===== config.mk =====
export PLATFORM = sky130hd
export DESIGN_NAME = ict_ctrl
export DESIGN_NICKNAME = d
export VERILOG_FILES = /design/src/hdl/ict_pkg.sv /design/src/hdl/ict_ctrl.sv
export SDC_FILE = /design/constraint.sdc
export NUM_CORES = 1
export LEC_CHECK = 0
export BUFFER_PORTS_ARGS = -buffer_cell sky130_fd_sc_hd__buf_4
export CORE_MARGIN = 4
export CORE_UTILIZATION = 36
export CTS_BUF_LIST = sky130_fd_sc_hd__clkbuf_4 sky130_fd_sc_hd__clkbuf_8 sky130_fd_sc_hd__clkbuf_16
export CTS_CLUSTER_DIAMETER = 30
export DETAILED_ROUTE_END_ITERATION = 6
export HOLD_SLACK_MARGIN = 0.06
export PLACE_DENSITY = 0.71
export SETUP_SLACK_MARGIN = 0.4
export SYNTH_ARGS = -nofsm -noshare
export SYNTH_HDL_FRONTEND = slang
export SYNTH_SLANG_ARGS = --single-unit

===== constraint.sdc =====
create_clock -name clk -period 6.9 [get_ports clk]
set_input_delay 0.69 -clock clk [delete_from_list [all_inputs] [get_ports clk]]
set_output_delay 0.69 -clock clk [all_outputs]
set_load 0.005 [all_outputs]

===== src/hdl/ict_pkg.sv =====
// Package for the interpolating calibration table: beat types, constants, codes.
// No dependencies.
`default_nettype none
package ict_pkg;
  localparam int TABLE_DEPTH = 64;

  localparam logic [1:0] ST_QUERY = 2'd0;
  localparam logic [1:0] ST_STORED = 2'd1;
  localparam logic [1:0] ST_FULL = 2'd2;
  localparam logic [1:0] ST_EMPTY = 2'd3;

  localparam logic OP_ADD = 1'b0;
  localparam logic OP_QUERY = 1'b1;

  // Entry word layout: height, p1x, p1y, p2x, p2y.
  localparam int ENTRY_W = 96;

  typedef struct packed {
    logic               opcode;
    logic signed [31:0] height;
    logic signed [15:0] in_p1_x;
    logic signed [15:0] in_p1_y;
    logic signed [15:0] in_p2_x;
    logic signed [15:0] in_p2_y;
  } in_beat_t;

  typedef struct packed {
    logic signed [15:0] out_p1_x;
    logic signed [15:0] out_p1_y;
    logic signed [15:0] out_p2_x;
    logic signed [15:0] out_p2_y;
    logic [1:0]         status;
    logic [6:0]         entries_held;
  } out_beat_t;

  // Commands from the controller to the datapath.
  typedef struct packed {
    logic load_item;   // capture the input beat
    logic rd_lo;       // read address select: 1 = lo index, 0 = scan index
    logic cap_a;       // capture read data as entry A (lo / clamp entry)
    logic cap_b;       // capture read data as entry B (hi / current)
    logic wr_en;       // write memory
    logic wr_new;      // write the new entry (else the entry on the read port)
    logic div_start;   // start the serial divider (lo entry on the read port)
    logic lerp_step;   // advance the interpolation coordinate
  } ict_cmd_t;
endpackage
`default_nettype wire


===== src/hdl/ict_ctrl.sv =====
// Controller: sequences insert shifts, the scan for a query and the output beat.
// Depends on ict_pkg.
`default_nettype none
module ict_ctrl #(
  parameter int DEPTH = ict_pkg::TABLE_DEPTH,
  localparam int AW = $clog2(DEPTH),
  localparam int CW = $clog2(DEPTH + 1)
) (
  input  wire logic               clk,
  input  wire logic               rst,
  input  wire logic               in_valid,
  output logic                    in_ready,
  output logic                    out_valid,
  input  wire logic               out_ready,
  output ict_pkg::ict_cmd_t       cmd,
  output logic [AW-1:0]           scan_addr,
  output logic [AW-1:0]           lo_addr,
  output logic [AW-1:0]           wr_addr,
  input  wire logic               op_query,
  input  wire logic               rd_le,
  input  wire logic               rd_ge,
  input  wire logic               div_busy,
  input  wire logic signed [15:0] lerp_res [4],
  input  wire logic signed [15:0] pt_a [4],
  output ict_pkg::out_beat_t      out_beat
);
  localparam logic [3:0] S_IDLE = 4'd0;
  localparam logic [3:0] S_DISP = 4'd1;
  localparam logic [3:0] S_SHRD = 4'd2;  // insert: read entry at idx-1
  localparam logic [3:0] S_SHCK = 4'd3;  // insert: compare, shift or place
  localparam logic [3:0] S_QRD  = 4'd4;  // query: read entry idx
  localparam logic [3:0] S_QCK  = 4'd5;  // query: compare
  localparam logic [3:0] S_LORD = 4'd6;  // read lo entry
  localparam logic [3:0] S_LOCP = 4'd7;
  localparam logic [3:0] S_DIV  = 4'd8;
  localparam logic [3:0] S_LERP = 4'd9;
  localparam logic [3:0] S_CLMP = 4'd10;
  localparam logic [3:0] S_OUT  = 4'd11;

  logic [3:0] state;
  logic [3:0] state_next;
  logic [CW-1:0] count;
  logic [CW-1:0] idx;   // insert: hole position; query: scan index
  logic [2:0] lcnt;

  assign in_ready  = state == S_IDLE && !out_valid;
  assign scan_addr = state == S_SHRD ? AW'(idx - CW'(1)) : AW'(idx);
  assign lo_addr   = AW'(idx - CW'(1));
  assign wr_addr   = AW'(idx);

  // Command decode. In the insert compare cycle the entry below the hole is
  // either moved up into the hole or the new entry is placed there.
  always_comb begin
    cmd = '0;
    cmd.load_item = in_valid && in_ready;
    case (state)
      S_SHCK: begin
        cmd.cap_a = 1'b1;
        cmd.wr_en = 1'b1;
        if (idx == CW'(0) || rd_le) begin
          cmd.wr_new = 1'b1;
        end
      end
      S_LORD: cmd.rd_lo = 1'b1;
      S_LOCP: begin
        cmd.cap_a = 1'b1;
        cmd.div_start = 1'b1;
      end
      S_QCK: begin
        cmd.cap_a = 1'b1;
        cmd.cap_b = 1'b1;
      end
      S_LERP: cmd.lerp_step = lcnt != 3'd4;
      default: ;
    endcase
  end

  // Next state. A query clamps to the first entry when the height is at or
  // below it, clamps to the last entry when no held height lies above the
  // item height, and otherwise interpolates below the first larger entry.
  always_comb begin
    state_next = state;
    case (state)
      S_IDLE: if (in_valid && in_ready) state_next = S_DISP;
      S_DISP: begin
        if (!op_query) begin
          state_next = count == CW'(DEPTH) ? S_OUT :
                       (count == CW'(0) ? S_SHCK : S_SHRD);
        end else begin
          state_next = count == CW'(0) ? S_OUT : S_QRD;
        end
      end
      S_SHRD: state_next = S_SHCK;
      S_SHCK: state_next = (idx == CW'(0) || rd_le) ? S_OUT : S_SHRD;
      S_QRD:  state_next = S_QCK;
      S_QCK: begin
        if (idx == CW'(0) && rd_ge) state_next = S_CLMP;
        else if (!rd_le) state_next = S_LORD;
        else if (idx == count - CW'(1)) state_next = S_CLMP;
        else state_next = S_QRD;
      end
      S_LORD: state_next = S_LOCP;
      S_LOCP: state_next = S_DIV;
      S_DIV:  state_next = div_busy ? S_DIV : S_LERP;
      S_LERP: state_next = lcnt == 3'd4 ? S_OUT : S_LERP;
      S_CLMP: state_next = S_OUT;
      S_OUT:  state_next = S_IDLE;
      default: state_next = S_IDLE;
    endcase
  end

  // State, counters and result register.
  always_ff @(posedge clk) begin
    if (rst) begin
      state     <= S_IDLE;
      count     <= '0;
      out_valid <= 1'b0;
      idx       <= '0;
      lcnt      <= '0;
    end else begin
      state <= state_next;
      if (out_valid && out_ready) out_valid <= 1'b0;
      case (state)
        S_DISP: begin
          idx <= op_query ? CW'(0) : count;
          out_beat <= '0;
        end
        S_SHCK: begin
          if (idx == CW'(0) || rd_le) begin
            count <= count + CW'(1);
            out_beat.status <= ict_pkg::ST_STORED;
          end else begin
            idx <= idx - CW'(1);
          end
        end
        S_QCK: begin
          // Move on while the entry is below the height (or at it, past the first) and not the last.
          if (!(idx == CW'(0) && rd_ge) && rd_le && idx != count - CW'(1)) begin
            idx <= idx + CW'(1);
          end
        end
        S_LOCP: lcnt <= '0;
        S_LERP: lcnt <= lcnt + 3'd1;
        S_OUT: begin
          out_valid <= 1'b1;
          out_beat.entries_held <= 7'(count);
          if (!op_query && count == CW'(DEPTH) && out_beat.status != ict_pkg::ST_STORED)
            out_beat.status <= ict_pkg::ST_FULL;
          else if (op_query && count == CW'(0))
            out_beat.status <= ict_pkg::ST_EMPTY;
        end
        default: ;
      endcase
      if (state == S_LERP && lcnt == 3'd4) begin
        out_beat.out_p1_x <= lerp_res[0];
        out_beat.out_p1_y <= lerp_res[1];
        out_beat.out_p2_x <= lerp_res[2];
        out_beat.out_p2_y <= lerp_res[3];
        out_beat.status   <= ict_pkg::ST_QUERY;
      end
      if (state == S_CLMP) begin
        out_beat.out_p1_x <= pt_a[0];
        out_beat.out_p1_y <= pt_a[1];
        out_beat.out_p2_x <= pt_a[2];
        out_beat.out_p2_y <= pt_a[3];
        out_beat.status   <= ict_pkg::ST_QUERY;
      end
    end
  end
endmodule
`default_nettype wire


# Word-level counts from Yosys, hierarchy flattened
# Cells that the tools add are included.
word_totals:
  ff_bits: 95
  inputBits: 136
op_classes:
  add_sub_neg: 5
  eq_ne: 22
  mux: 35
  bitwise: 1
  n_reduce_logical: 30
op_table:
  columns: ["cell", "count"]
  rows:
  - ["$mux 66", 2]
  - ["$mux 64", 1]
  - ["$pmux 4 s11", 1]
  - ["$mux 4", 8]
  - ["$mux 7", 3]
  - ["$pmux 7 s3", 1]
  - ["$eq 4x3->1 const B", 4]
  - ["$eq 4x4->1 const B", 4]
  - ["$add 7x1->7 const B", 2]
  - ["$logic_not 7->1", 2]
  - ["$pmux 7 s2", 1]
  - ["$sub 7x1->7 const B", 2]
  - ["$logic_and 1x1->1", 10]
  - ["$mux 1", 10]
  - ["$mux 2", 5]
  - ["$eq 4x2->1 const B", 2]
  - ["$eq 7x7->1", 1]
  - ["$eq 7x7->1 const B", 1]
  - ["$ne 7x7->1", 1]
  - ["$mux 6", 1]
  - ["$ne 2x2->1 const B", 3]
  - ["$pmux 2 s3", 1]
  - ["$pmux 3 s2", 1]
  - ["$reduce_and 2->1", 3]
  - ["other kinds (18)", 23]

# Depth between registers and ports, before layout
logic_depth:
  ltp_word: 7
  mapped_depth: 10
  mapped_depth_nobuf: 8

# Least setup slack after synthesis
# No wires, ideal clock.
synth_path:
  path_type: "input to register"
  from: "input port rst"
  to: "register out_beat[10] (netlist bit) (enable)"
  setup_time_ns: 0.565
  arrival_ns: 5.463
  required_time_ns: 6.335
  path_slack_ns: 0.872
  cell_stages: 3
  n_path_buf: 2
  cell_sequence: "clkbuf_8 > clkbuf_1 > nor3_1"
synth_via:
  elab_chain_cells: 2
synth_lines:
  columns: ["element", "line", "rtl"]
  rows:
  - ["from (decl)", "ict_ctrl.sv:10", "input wire logic rst,"]
  - ["$not 1->1 (no source line)", null, null]
  - ["$reduce_and 2->1 (no source line)", null, null]
  - ["to (decl)", "ict_ctrl.sv:25", "output ict_pkg::out_beat_t out_beat"]
# No other way between the ends.
# A chain may end at the register's enable or synchronous reset.

==> flow_summary.ini <==
[global_routing]
grt_pass1_wl_um = 25200
grt_antenna_before_repair = 0
first_global_vias = 4400
grt-ovfl-total = 0
grt_use_total_pct = 19.9
grt_max_degree = 65

[synth]
yosysTopAreaCellShare_pct = 43.3
synth-compound-area-share_pct = 22.3
synth_ff_type = edfxtp_1
synthSimpleGateAreaFrac_pct = 12.8
yosysWarnings = 0
synth_area_per_cell_um2 = 11.3
netlist_top_cells_area = edfxtp_1 43%, a22o_1 11%, dfxtp_1 8.7%
syn_inst = 449
ys_ff_latch = 95
synthXorXnorAreaFrac_pct = 4.12
synth_edf_count = 73
ys_types = 67
syn_area_um2 = 5070
synth_adder_area_share_pct = 1.48
yosysTopAreaCell = edfxtp_1
syn_nets = 591
synth-async-reset-ratio_pct = 0
seq_area_frac_synth_pct = 52.0
synth_top_family_by_area = compound AO/OA/AOI/OAI gates
synth.area.mux_share_pct = 0.840

[clocking]
numCtsBuffers = 9
cts_tree = done
hold_buffers = 0
clock_latency_ns = 0.34
cts.sinks = 95
htree_num_levels = 3
cts.repair.resized = 0
cts_buffer_depth = 2
cts_root_buf = clkbuf_16
path_clk_slew_ns = 0.07
post_cts_buffers = 0

[finish]
final_cell_mix = 240 x buf_4, 73 x edfxtp_1, 64 x a22o_1, 35 x nor2_1, 26 x nand2_1
layout_commonest_cell = buf_4
nNetsFinal = 799
final_util_pct = 51.8
multi_input_area_um2 = 2120
drive_gt1_share_pct = 42.0
insertedDiodeCount = 0
syn2layout_area_growth_pct = 41.3
fill_cells = 1232
seq_area_um2 = 2630

[worst_setup_path]
path_class = reg2out
path_max_fanout = 9
cp-end-kind = output port
slowest_delay_ns = 0.48
critPathLaunchType = flop
required_ns = 6.21
cp_cell_sequence = inv_1, ha_1, nor3b_2, a31oi_1, nor2_2, buf_4
crit_arrival_ns = 2.50
cpMaxStageDelayCell = nor3b_2

[floorplan]
die_x_um = 127
initial_core_util_pct = 36.6
io-pin-count = 237
rows = 43
die_h_um = 127
core_area_um2 = 13800
die-area_um2 = 16000

[detailed_routing]
ant_nets = 0
wl_um = 16600
dr.pass1.iters = 5
vias_per_cell = 5.39
vias = 4536
wl_per_cell_um = 19.7
drt_iter0_drc = 442
drc = 0

[min_path]
hold_class = reg2reg

[pwr]
p_leak_nw = 2.95
max-vdd-ir-drop_v = 0.000194
p_per_area_nw_per_um2 = 279

[timing]
clock.fmax_ghz = 0.313
fin_hold_ws_ns = 0.538
setup-violations-final = 0
hold_viol_final = 0
setup_tns_ns = 0
worstMarginPinSlew_ns = 0.894
min_period_ns = 3.19
grt_setup_unrepaired = false
maxSlewHeadroom_pct = 40.0
fin_skew_ns = 0.00932
drv_slew = 0
finalCritPeriodShare_pct = 46.3

[place]
post-dp-hpwl_um = 12700
gp_congestion = 0.907
io_buffers = 236

[outcome]
run_status = finished, final reports clean

[job]
maxCapViolCount = 0
through the flow:
step,instances,power (mW),setup WS (ns),area [µm²]
floorplan,449,1.17,0.872,5070
global placement,826,1.47,4.21,6840
detailed placement,826,1.48,4.11,6840
global route,842,2.11,3.54,7160
CTS,842,2.02,3.72,7160
finish,842,2.00,3.71,7160
registers in the layout, indices dropped and copies added, names as in the netlist:
| register | flops |
|---|---|
| out_beat | 73 |
| count | 7 |
| state | 4 |
| lcnt | 3 |
| idx | 7 |
| out_valid | 1 |
cell families (layout without fill, tap and decap cells):
family	after synthesis	in the layout
AOI/OAI and AO/OA	140	140
and+or+nand+nor	123	123
DFF	95	95
buffers and inverters	58	271
xor gates and xnor gates	23	23
adders and majority gates	6	6
muxes	4	4
critical path, delay by kind of cell (launching register included):
| family | cells | cell delay [ns] |
|---|---|---|
| AND/OR/NAND/NOR | 2 | 0.84 |
| flip-flops | 1 | 0.41 |
| buffers and inverters | 2 | 0.39 |
| adder cells (fa/ha/maj) | 1 | 0.28 |
| AO/OA/AOI/OAI | 1 | 0.24 |
path summary, 6_finish.rpt:
kind / cells past startpoint / endpoint / slack [ns] / from
worst max register to register: 7 / idx[1] / 4.22 / idx[0]
worst min-delay path: 2 / lcnt[1] / 0.54 / lcnt[1]
worst max-delay path: 6 / cmd[2] / 3.71 / idx[0]
worst min register to register: 2 / lcnt[1] / 0.54 / lcnt[1]
Yosys cell counts, types with 6 or more instances:
cell type and number:
a21oi_1 13, a221oi_1 6, a22o_1 64, and2_1 6
buf_4 11, clkbuf_1 19, dfxtp_1 22, edfxtp_1 73
ha_1 6, inv_1 12, nand2_1 26, nand3_1 6
nor2_1 36, nor3_1 14, o21ai_0 15, o31ai_1 6
xnor2_1 9, xor2_1 13
layer usage:
metal  GRT usage [%]  vias up  wire length, µm
li1                -     2121                -
met1            24.8     2176             6500
met2            34.1      218             8410
met3            5.85       21             1420
met4            4.92        0              258
met5               0        -                0
layout make-up:
class	instances	share of cell area, %
Tap cell	180	3.15
Clock buffer	9	3.15
Clock inverter	7	1.33
Sequential cell	95	36.8
Timing Repair Buffer	240	25.2
Multi-Input combinational cell	296	29.7
Inverter	15	0.786
where the power goes:
| part | total (mW) | internal (mW) | switching (mW) |
|---|---|---|---|
| registers | 0.813 | 0.739 | 0.0747 |
| logic | 0.654 | 0.322 | 0.332 |
| clock network | 0.533 | 0.318 | 0.215 |
Note: power is estimated with default switching activity, not from simulation.
